==> config.mk <==
export PLATFORM = sky130hd
export DESIGN_NAME = pdpc_ref_bank
export DESIGN_NICKNAME = d
export VERILOG_FILES = /design/src/rtl/pdpc_pkg.sv /design/src/rtl/pdpc_ref_bank.sv
export SDC_FILE = /design/constraint.sdc
export NUM_CORES = 1
export LEC_CHECK = 0
export ABC_AREA = 1
export BUFFER_PORTS_ARGS = -buffer_cell sky130_fd_sc_hd__buf_2
export CAP_MARGIN = 20
export CORE_UTILIZATION = 57
export CTS_CLUSTER_DIAMETER = 60
export CTS_CLUSTER_SIZE = 8
export DETAILED_ROUTE_END_ITERATION = 8
export PLACE_DENSITY = 0.76
export SLEW_MARGIN = 10
export SYNTH_ARGS = -nofsm -noshare
export SYNTH_HDL_FRONTEND = slang
export SYNTH_SLANG_ARGS = --single-unit
==> constraint.sdc <==
create_clock -name clk -period 1.71 [get_ports clk]
set_input_delay 0 -clock clk [delete_from_list [all_inputs] [get_ports clk]]
set_output_delay 0 -clock clk [all_outputs]
set_load 0.02 [all_outputs]
==> src/rtl/pdpc_pkg.sv <==
// Shared types, constants and arithmetic for the angular PDPC row blend.
`default_nettype none
package pdpc_pkg;

	// Reference depth must be a multiple of NBANK (powers of two in range are).
	localparam int REF_DEPTH_DEF = 512;
	localparam int LANES_DEF     = 8;
	localparam int NBANK         = 8;

	localparam logic [6:0] HEIGHT_RST = 7'd4;

	typedef enum logic [1:0] {
		CFG_ANGLE  = 2'd0,
		CFG_SCALE  = 2'd1,
		CFG_HEIGHT = 2'd2,
		CFG_WIDE   = 2'd3
	} cfg_reg_t;

	typedef struct packed {
		logic       corr;
		logic [2:0] shift;
		logic       last;
		logic [2:0] rot;
	} ctrl_t;

	function automatic logic [14:0] inv_angle(input logic [4:0] idx);
		logic [14:0] v;
		unique case (idx)
			5'd0:  v = 15'd0;
			5'd1:  v = 15'd16384;
			5'd2:  v = 15'd8192;
			5'd3:  v = 15'd5461;
			5'd4:  v = 15'd4096;
			5'd5:  v = 15'd2731;
			5'd6:  v = 15'd2048;
			5'd7:  v = 15'd1638;
			5'd8:  v = 15'd1365;
			5'd9:  v = 15'd1170;
			5'd10: v = 15'd1024;
			5'd11: v = 15'd910;
			5'd12: v = 15'd819;
			5'd13: v = 15'd712;
			5'd14: v = 15'd630;
			5'd15: v = 15'd565;
			5'd16: v = 15'd512;
			5'd17: v = 15'd468;
			5'd18: v = 15'd420;
			5'd19: v = 15'd364;
			5'd20: v = 15'd321;
			5'd21: v = 15'd287;
			5'd22: v = 15'd256;
			5'd23: v = 15'd224;
			5'd24: v = 15'd191;
			5'd25: v = 15'd161;
			5'd26: v = 15'd128;
			5'd27: v = 15'd96;
			5'd28: v = 15'd64;
			5'd29: v = 15'd48;
			5'd30: v = 15'd32;
			5'd31: v = 15'd16;
			default: v = 15'd0;
		endcase
		return v;
	endfunction

	// pred + floor(((ref - pred) << shift + 32) / 64), clamped to 0..255
	function automatic logic [7:0] blend_pixel(input logic [7:0] pred,
		input logic [7:0] refv, input logic [2:0] shift);
		logic signed [15:0] diff;
		logic signed [15:0] t;
		logic signed [15:0] adj;
		logic signed [15:0] v;
		logic [7:0]         res;
		diff = $signed({8'd0, refv}) - $signed({8'd0, pred});
		t    = (diff <<< shift) + 16'sd32;
		adj  = t >>> 6;
		v    = $signed({8'd0, pred}) + adj;
		if (v < 16'sd0) begin
			res = 8'd0;
		end else if (v > 16'sd255) begin
			res = 8'd255;
		end else begin
			res = v[7:0];
		end
		return res;
	endfunction

endpackage
`default_nettype wire

==> src/rtl/pdpc_ref_bank.sv <==
// One bank of the reference sample store: one write port, one registered read port.
`default_nettype none
module pdpc_ref_bank
	import pdpc_pkg::*;
#(
	parameter int ROWS = REF_DEPTH_DEF / NBANK,
	localparam int RW  = $clog2(ROWS)
) (
	input  wire logic          clk,
	input  wire logic          we,
	input  wire logic [RW-1:0] waddr,
	input  wire logic [7:0]    wdata,
	input  wire logic          re,
	input  wire logic [RW-1:0] raddr,
	output logic      [7:0]    rdata_q
);

	logic [7:0] mem [ROWS];

	always_ff @(posedge clk) begin
		if (we) begin
			mem[waddr] <= wdata;
		end
	end

	always_ff @(posedge clk) begin
		if (re) begin
			rdata_q <= mem[raddr];
		end
	end

endmodule
`default_nettype wire

==> flow_metrics.py <==
metrics = {
    "timing": {
        "slew_headroom_pct": 45.0,
        "skew_ns": 0.0142,
        "timing.final.max_slew_violations": 0,
        "fmax_ghz": 0.673,
        "setup_viol": 0,
        "setup-tns-final_ns": 0,
        "min_period_ns": 1.49,
        "finalCritPeriodShare_pct": 86.9,
        "hold-worst-slack_ns": 0.0516,
        "max_slew.worst_pin.slew_ns": 0.824,
        "rsz0062_at_grt": "false",
        "finalHoldViolations": 0,
    },
    "synth": {
        "synthDistinctLibCells": 15,
        "synth_ff_type": "edfxtp_1",
        "synth_top_area_cell": "edfxtp_1",
        "syn_inst": 1805,
        "synthTopCellsByCount": "648 x nand2_1, 520 x edfxtp_1, 439 x nand3_1",
        "syn_avg_cell_area_sq_um": 11.9,
        "synth_edf_count": 520,
        "yosys_register_bits": 520,
        "synthArstFlopShare_pct": 0,
        "ys_seq_area_share_pct": 72.9,
        "netlist_area_sq_um": 21400,
        "yosysMostFrequentCell": "nand2_1",
        "syn_nets": 1828,
        "synth_top_area_share_pct": 72.9,
        "synth_area_leaders": "edfxtp_1 73%, nand2_1 11%, nand3_1 10%",
        "ys_warn_count": 0,
    },
    "worst_setup_path": {
        "reg2reg_slack_ns": 0.22,
        "cpMaxStageDelayCell": "edfxtp_1",
        "path_cells": "nand2_1, nand3_1, nand3_1, nand2_1, nand2_1, nand3_1, nand3_1, nand2_1",
        "reg2reg_depth": 8,
        "path_max_fanout": 1,
        "worstSetupStartpointType": "flip-flop",
        "worstReg2RegEnd": "rdata_q[4]",
        "r2r-start": "mem[39][4]",
        "path_class": "reg2reg",
        "required_ns": 2.03,
        "arrival_ns": 1.80,
        "slowest_delay_ns": 0.37,
        "end_kind": "flip-flop",
    },
    "pwr": {
        "p_leak_nw": 9.14,
        "power_density_nw_per_um2": 1170,
        "ir_worst_vdd_mv": 0.730,
        "fin_total_pwr_w": 0.0288,
    },
    "final_layout": {
        "utilization_pct": 67.0,
        "stdcell_count": 2403,
        "fin_nets": 1953,
        "fillers": 2503,
        "drive_gt1_share_pct": 12.5,
        "n_antenna_cell": 0,
        "syn_to_final_growth_pct": 15.0,
    },
    "routing": {
        "drcViolationCount": 0,
        "ant_nets": 0,
        "drt_wl_total_microns": 52500,
        "wl_per_cell_microns": 21.9,
        "via_per_inst": 6.10,
        "drt-initial-drc-count": 1644,
        "vias": 14700,
        "dr.pass1.iters": 8,
    },
    "floorplan": {
        "core_area_sq_um": 36800,
        "rows": 70,
        "initial_utilization_pct": 58.2,
        "dieArea_sq_um": 38400,
        "die_x_microns": 196,
        "pin_count": 31,
        "die_height_microns": 196,
    },
    "cts": {
        "cts-root-buf": "clkbuf_16",
        "cts_made_buffers": 75,
        "clock_latency_ns": 0.57,
        "clk_pin_slew_worst_paths_ns": 0.05,
        "cts_resized": 0,
        "clock_path_buffers": 3,
        "cts_setup_buffers": 0,
        "cts_tree": "built",
        "htree_levels": 3,
        "clkSinkCount": 520,
    },
    "global_route": {
        "grt_pass1_vias": 14400,
        "grt_usage_pct": 28.2,
        "antenna_found_initial": 1,
        "globalRouteOverflowTotal": 0,
        "grt_max_degree": 65,
        "grt_pass1_wl_microns": 81200,
    },
    "placed_design": {
        "place.port_buffers": 30,
        "place_congestion": 0.871,
        "dp.cells": 2317,
        "dpl.hpwl_microns": 30400,
    },
    "status": {
        "status": "complete, no violations",
    },
    "min_path": {
        "hp-start": "waddr[3]",
        "hold_depth": 4,
        "min_path_type": "in2reg",
        "holdPathEnd": "mem[29][7]",
    },
    "job": {
        "maxCapViolCount": 0,
    },
}
==> state kept, by name, summed over array words and instances, names as in the netlist <==
| signal | cells |
|---|---|
| mem | 512 |
| rdata_q | 8 |
==> how the worst max path moves through the flow <==
stage               start    endpoint  slack (ns)
6_report       mem[39][4]  rdata_q[4]        0.22
5_1_grt        mem[39][4]  rdata_q[4]        0.10
4_1_cts        mem[47][2]  rdata_q[2]        0.21
3_5_place_dp     raddr[0]  rdata_q[2]        0.03
3_3_place_gp     raddr[0]  rdata_q[2]        0.05
2_1_floorplan          we  mem[48][0]       -0.06
==> cell type report <==
cell class                      count  area [sq um]  area share [%]
Clock inverter                      3          21.3          0.0863
Clock buffer                       79          1980            8.02
Inverter                           12          52.6           0.213
Timing Repair Buffer              161          1440            5.85
Sequential cell                   520         15600            63.4
Tap cell                          468           586            2.38
Multi-Input combinational cell   1160          4950            20.1
==> per-stage QoR <==
stage	instance area [sq um]	setup WS (ns)
finish	24600	0.223
global route	24600	0.101
CTS	24600	0.210
global placement	22600	0.0459
detailed placement	22600	0.0257
floorplan	21400	-0.0561
==> cells in the final DEF (no fill, tap or decap) <==
master and count:
buf_12 23, buf_2 28, buf_4 105, buf_6 1
clkbuf_16 79, clkinv_2 1, clkinvlp_4 1, dlygate4sd3_1 4
edfxtp_1 520, inv_1 9, inv_2 1, inv_4 1
inv_6 2, nand2_1 648, nand3_1 439, nand4_1 9
nor2_1 56, nor4_1 8
==> critical path, delay by kind of cell, from the launching register on <==
family	cells	cell delay [ns]
DFF	1	0.37
and+or+nand+nor	8	0.86
==> cells by family (layout without fill, tap and decap cells) <==
logic type / count (synthesis) / in the layout / synth area share [%]
flip-flops: 520 / 520 / 72.9
buffers and inverters: 125 / 255 / 4.01
AND/OR/NAND/NOR: 1160 / 1160 / 23.1
==> power by group <==
group          internal, W  switching (W)
clock network      0.00802        0.00480
registers           0.0142      0.0000348
logic             0.000504        0.00126
total               0.0227        0.00609
==> layer usage <==
metal	GRT usage, %	share of wire (%)
met2	44.8	48
met5	0	0.025
met4	12.4	3.5
met3	5.71	9.9
met1	38.1	39
==> timing repair <==
item,4_1_cts,5_1_grt
setup endpoints to repair,0,0
endpoints found under the hold margin,88,0
hold buffers,4,0
No activity file was read; power rests on OpenSTA's default activity.
