===== src/rtl/pdpc_pkg.sv =====
// Shared types, constants and arithmetic for the angular PDPC row blend.
`default_nettype none
package pdpc_pkg;

	// Reference depth must be a multiple of NBANK (powers of two in range are).
	localparam int REF_DEPTH_DEF = 512;
	localparam int LANES_DEF     = 8;
	localparam int NBANK         = 8;

	localparam logic [6:0] HEIGHT_RST = 7'd4;

	typedef enum logic [1:0] {
		CFG_ANGLE  = 2'd0,
		CFG_SCALE  = 2'd1,
		CFG_HEIGHT = 2'd2,
		CFG_WIDE   = 2'd3
	} cfg_reg_t;

	typedef struct packed {
		logic       corr;
		logic [2:0] shift;
		logic       last;
		logic [2:0] rot;
	} ctrl_t;

	function automatic logic [14:0] inv_angle(input logic [4:0] idx);
		logic [14:0] v;
		unique case (idx)
			5'd0:  v = 15'd0;
			5'd1:  v = 15'd16384;
			5'd2:  v = 15'd8192;
			5'd3:  v = 15'd5461;
			5'd4:  v = 15'd4096;
			5'd5:  v = 15'd2731;
			5'd6:  v = 15'd2048;
			5'd7:  v = 15'd1638;
			5'd8:  v = 15'd1365;
			5'd9:  v = 15'd1170;
			5'd10: v = 15'd1024;
			5'd11: v = 15'd910;
			5'd12: v = 15'd819;
			5'd13: v = 15'd712;
			5'd14: v = 15'd630;
			5'd15: v = 15'd565;
			5'd16: v = 15'd512;
			5'd17: v = 15'd468;
			5'd18: v = 15'd420;
			5'd19: v = 15'd364;
			5'd20: v = 15'd321;
			5'd21: v = 15'd287;
			5'd22: v = 15'd256;
			5'd23: v = 15'd224;
			5'd24: v = 15'd191;
			5'd25: v = 15'd161;
			5'd26: v = 15'd128;
			5'd27: v = 15'd96;
			5'd28: v = 15'd64;
			5'd29: v = 15'd48;
			5'd30: v = 15'd32;
			5'd31: v = 15'd16;
			default: v = 15'd0;
		endcase
		return v;
	endfunction

	// pred + floor(((ref - pred) << shift + 32) / 64), clamped to 0..255
	function automatic logic [7:0] blend_pixel(input logic [7:0] pred,
		input logic [7:0] refv, input logic [2:0] shift);
		logic signed [15:0] diff;
		logic signed [15:0] t;
		logic signed [15:0] adj;
		logic signed [15:0] v;
		logic [7:0]         res;
		diff = $signed({8'd0, refv}) - $signed({8'd0, pred});
		t    = (diff <<< shift) + 16'sd32;
		adj  = t >>> 6;
		v    = $signed({8'd0, pred}) + adj;
		if (v < 16'sd0) begin
			res = 8'd0;
		end else if (v > 16'sd255) begin
			res = 8'd255;
		end else begin
			res = v[7:0];
		end
		return res;
	endfunction

endpackage
`default_nettype wire


===== src/rtl/pdpc_row_ctrl.sv =====
// Row counter, inverse-angle accumulator and per-bank reference addressing.
`default_nettype none
module pdpc_row_ctrl
	import pdpc_pkg::*;
#(
	parameter int REF_DEPTH = REF_DEPTH_DEF,
	localparam int AW = $clog2(REF_DEPTH),
	localparam int RW = AW - 3
) (
	input  wire logic                        clk,
	input  wire logic                        arst_n,
	input  wire logic                        step,
	input  wire logic [4:0]                  angle_mode,
	input  wire logic [1:0]                  angular_scale,
	input  wire logic [6:0]                  block_height,
	output ctrl_t                            ctrl,
	output logic      [NBANK-1:0][RW-1:0]    bank_row
);

	logic [5:0]  row_q;
	logic [17:0] sum_q;

	logic [1:0]  scale;
	logic [6:0]  h;
	logic [6:0]  lim;
	logic [6:0]  wt;
	logic [14:0] inv;
	logic [17:0] sum_cur;
	logic [17:0] sum_nxt;
	logic [5:0]  row_nxt;
	logic [13:0] base_r;
	logic [AW:0] a0;

	always_comb begin
		scale = (angular_scale == 2'd3) ? 2'd2 : angular_scale;
		if (block_height == 7'd0) begin
			h = 7'd1;
		end else if (block_height > 7'd64) begin
			h = 7'd64;
		end else begin
			h = block_height;
		end
		lim = 7'd3 << scale;
		if (lim > h) begin
			lim = h;
		end
		wt  = {row_q, 1'b0} >> scale;
		inv = inv_angle(angle_mode);
		sum_cur = (row_q == 6'd0) ? (18'd256 + 18'(inv)) : sum_q;
		sum_nxt = sum_cur + 18'(inv);

		ctrl.corr  = {1'b0, row_q} < lim;
		ctrl.shift = 3'(7'd5 - wt);
		ctrl.last  = ({1'b0, row_q} + 7'd1) >= h;
		row_nxt    = ctrl.last ? 6'd0 : row_q + 6'd1;

		// base modulo depth by restoring steps; base < 16 * depth
		base_r = 14'(sum_cur[17:9]);
		for (int j = 3; j >= 0; j--) begin
			if (base_r >= 14'(REF_DEPTH << j)) begin
				base_r = base_r - 14'(REF_DEPTH << j);
			end
		end
		a0       = (AW+1)'(base_r[AW-1:0]) + (AW+1)'(1);
		ctrl.rot = a0[2:0];
	end

	for (genvar b = 0; b < NBANK; b++) begin : g_addr
		logic [2:0]  kb;
		logic [AW:0] ad;
		always_comb begin
			kb = 3'(b) - a0[2:0];
			ad = a0 + (AW+1)'(kb);
			if (ad >= (AW+1)'(REF_DEPTH)) begin
				ad = ad - (AW+1)'(REF_DEPTH);
			end
			bank_row[b] = ad[AW-1:3];
		end
	end

	always_ff @(posedge clk or negedge arst_n) begin
		if (!arst_n) begin
			row_q <= '0;
			sum_q <= '0;
		end else if (step) begin
			row_q <= row_nxt;
			sum_q <= sum_nxt;
		end
	end

	a_last_wraps: assert property (@(posedge clk) disable iff (!arst_n)
		step && ctrl.last |=> row_q == 6'd0)
		else $error("row counter did not wrap after last row");

	a_hold_idle: assert property (@(posedge clk) disable iff (!arst_n)
		!step |=> $stable(row_q) && $stable(sum_q))
		else $error("row state moved without a row word");

endmodule
`default_nettype wire


===== config.mk =====
export PLATFORM = sky130hd
export DESIGN_NAME = pdpc_row_ctrl
export DESIGN_NICKNAME = d
export VERILOG_FILES = /design/src/rtl/pdpc_pkg.sv /design/src/rtl/pdpc_row_ctrl.sv
export SDC_FILE = /design/constraint.sdc
export NUM_CORES = 1
export LEC_CHECK = 0
export BUFFER_PORTS_ARGS = -buffer_cell sky130_fd_sc_hd__buf_2
export CAP_MARGIN = 20
export CELL_PAD_IN_SITES_DETAIL_PLACEMENT = 0
export CELL_PAD_IN_SITES_GLOBAL_PLACEMENT = 1
export CORE_UTILIZATION = 39
export DETAILED_ROUTE_END_ITERATION = 12
export PLACE_DENSITY_LB_ADDON = 0.15
export SETUP_SLACK_MARGIN = 0.15
export SLEW_MARGIN = 20
export SYNTH_ARGS = -nofsm -noshare
export SYNTH_HDL_FRONTEND = slang
export SYNTH_SLANG_ARGS = --single-unit

===== constraint.sdc =====
create_clock -name clk -period 3.4 [get_ports clk]
set_input_delay 0 -clock clk [delete_from_list [all_inputs] [get_ports clk]]
set_output_delay 0 -clock clk [all_outputs]
set_load 0.01 [all_outputs]

==> summary.txt <==
Clocking
  – TritonCTS Sinks: 24
  – Clock latency on the worst-skew pair: 0.27 ns
  – Inserted Clock Buffers: 3
  – H-tree levels: 1
  – Clk pin slew, worst setup/hold paths: 0.09 ns
  – CTS tree: done
  – Root Driver: clkbuf_8
  – Max clock buf depth: 2

Setup path
  – CP endpoint kind: primary output
  – Worst-path fanout max: 7
  – Kind of critical path: flip-flop to primary output
  – Critical Path RT: 3.40 ns
  – Critical path cell sequence: inv_4, ha_4, nor2b_4, and2_4, mux2_4, a21o_1, buf_6, and2_1, o221ai_4, nand3_4, nor3b_2, xnor2_1, buf_2
  – Crit path depth: 13
  – CP max stage cell: dfrtp_1
  – Reg-to-reg slack, setup: 0.29 ns
  – FF-to-FF path depth: 14
  – CP top delay family: simple AND/OR/NAND/NOR gates
  – Max incr delay on CP: 0.42 ns
  – Crit path buf inv count: 3
  – Worst setup SP type: flip-flop
  – CP arrival: 3.15 ns

Synth
  – Sequential cell area fraction in the yosys report: 14.3%
  – Async SR Flop Fraction: 100%
  – Yosys warning count: 0
  – Post-synthesis register bit count: 24
  – Cells after synthesis: 535
  – Main combinational cell family by area after synthesis: simple AND/OR/NAND/NOR gates
  – Post-synthesis mux area share: 6.95%
  – Mapped Area: 0.00420 mm^2
  – Yosys cell types: 67
  – Top_reg_cell synth: dfrtp_1
  – Syn_area_per_cell: 7.84 um^2
  – Area fraction in compound gates after synthesis: 19.2%
  – EDFF count, synth: 0
  – Syn_nets: 604
  – Simple-Gate Fraction of Synth Area: 22.6%
  – Xor and xnor area share after synthesis: 15.0%
  – Adder-cell share of the synthesized area: 15.7%

Global routing
  – Grt met1 use: 27.1%
  – GRT overflow: 0
  – First-pass GRT wire length: 18400 um
  – Total GRT Usage: 19.5%
  – Vias in the first global route: 3912
  – Initial antenna violation count: 0
  – Met3 usage: 1.61%
  – GRT Max-Usage Layer: met2
  – Met2 GRT Util: 33.5%
  – Largest net degree at the start of global routing: 29

Floorplanning
  – Row Count: 37
  – Io pins: 73
  – Starting Density: 40.5%
  – Die Width: 106 um
  – Core area: 0.0104 mm^2
  – Die height: 106 um
  – Die area: 0.0112 mm^2

Run
  – Max-cap viol count: 0

Hold path
  – Path type of the worst min-delay path: input port to flip-flop
  – Hold path cells: 3

STA
  – Post-route minimum period: 3.15 ns
  – Final TNS setup: 0 ns
  – Hold Vio Cnt, Final: 0
  – Final setup viols: 0
  – Worst Skew: 0.00629 ns
  – Final Cycle Share: 92.6%
  – RSZ-0062 raised after global routing: true
  – Slew Viols, Final: 0
  – Fmax: 318 MHz
  – Slew HR: 61.8%
  – Worst slew pin tran: 0.574 ns

Finish
  – Seq. cell area: 601 um^2
  – Fill count: 1048
  – Multi-input gate area in the final layout: 0.00363 mm^2
  – P&R area growth vs syn: 29.3%
  – Design area: 0.00543 mm^2
  – Commonest non-fill, non-tap cell in the layout: buf_2
  – Commonest non-fill, non-tap cells in the layout: 73 x buf_2, 64 x nand2_1, 55 x buf_4, 52 x xnor2_1, 45 x ha_1
  – Share of cells above drive strength 1: 34.9%
  – Antenna cells: 0
  – Final net count: 717

Place
  – I/O Buffers: 72
  – DPL Wire Length: 8510 um
  – Placer Congestion: 0.864
  – Post-DP Area: 0.00498 mm^2

Routing
  – Avg WL per Cell: 14.0 um
  – DRT Pass-1 Iters: 4
  – Antenna-violating nets left: 0
  – DRC viols: 0
  – WL final: 11000 um
  – Starting DRT DRC Count: 185
  – Vias/cell: 5.25
  – Via count: 4108

Pwr
  – Worst ir drop on vdd: 782 uV
  – Power Dens Cells: 1020 mW/mm^2
  – P_leak: 2.61 nW

Status
  – Status: completed
synth_stat cells, types with 2 or more instances:
library cell	instances	area [um^2]
a21oi_2	2	17.5
o21bai_1	5	37.5
a211oi_1	4	30.0
inv_2	3	11.3
inv_1	24	90.1
or2_2	3	18.8
nand2_1	68	255
buf_1	2	7.51
nor3_2	10	100
nand4_1	3	18.8
o21ai_0	28	140
nor3_1	10	50.1
mux2i_1	10	100
a221o_1	2	20.0
and3_1	8	50.1
buf_2	7	35.0
a31oi_1	10	62.6
o211ai_1	3	22.5
ha_1	51	638
nor2_1	35	131
mux2_2	15	169
a21oi_1	30	150
buf_4	5	37.5
clkinv_1	2	7.51
o21a_1	3	22.5
xnor2_1	54	473
conb_1	2	7.51
a22oi_1	3	22.5
nand2b_1	4	25.0
dfrtp_1	24	601
nand3_1	16	80.1
o22ai_1	2	12.5
xnor2_4	2	55.1
clkbuf_1	11	41.3
nor3b_1	3	22.5
nor2b_1	7	43.8
a21o_1	15	113
and2_1	7	43.8
xor2_1	8	70.1
buf_6	2	22.5
o2bb2ai_1	6	52.6
through the flow:
step / util (%) / power [mW] / hold slack, ns / setup slack, ns / cells
after floorplan: - / 3.54 / -0.296 / 0.108 / 535
after detailed placement: 48.0 / 4.85 / 0.0323 / -0.00810 / 756
after global routing: 52.3 / 6.06 / 0.274 / 0.0521 / 783
after global placement: 48.0 / 4.81 / 0.0249 / 0.0298 / 756
after CTS: 49.8 / 5.21 / 0.235 / 0.144 / 767
final: 52.3 / 5.55 / 0.230 / 0.252 / 783
final timing paths:
check / start / endpoint
max: row_q[0] / bank_row[29]
min: step / row_q[5]
max reg2reg: row_q[0] / sum_q[16]
min reg2reg: sum_q[4] / sum_q[4]
max in group asynchronous: arst_n / sum_q[14]
min in group asynchronous: arst_n / sum_q[5]
area by class of cell:
class | count | share of cell area, %
multi-input combinational | 457 | 67.0
timing repair buffer | 133 | 15.7
sequential | 24 | 11.1
tap | 136 | 3.14
inverter | 29 | 2.10
clock buffer | 4 | 1.01
layer usage:
layer  vias to the layer above  routed length [um]
met4                         0                  76
met5                         -                   0
met1                      1928                5150
met3                         8                 424
li1                       2095                   -
met2                        77                5340
logic make-up after synthesis:
kind of cell / after synthesis
AOI/OAI and AO/OA: 123
xor gates and xnor gates: 66
adders and majority gates: 52
buffers and inverters: 56
DFF: 24
muxes: 26
other: 2
and+or+nand+nor: 186
worst min-delay path, stage by stage:
cell       delay, ns
buf_2           0.29
nand2_1         0.13
o2bb2ai_1       0.05
flip-flops by register name, indices dropped and copies added (netlist names):
signal,cells
row_q,6
sum_q,18
timing repair:
item | 4_1_cts | 5_1_grt
pin swaps | 2 | 23
resized for setup | 14 | 32
setup endpoints to repair | 19 | 37
setup buffers | 5 | 14
gates cloned | 1 | 2
hold buffers | 1 | 0
hold endpoints to repair | 24 | 0
power by group:
part,internal [mW],switching [mW]
registers,0.408,0.0918
clock network,0.104,0.0998
logic,2.26,2.58
total,2.77,2.77
Note: power is estimated with default switching activity, not from simulation.
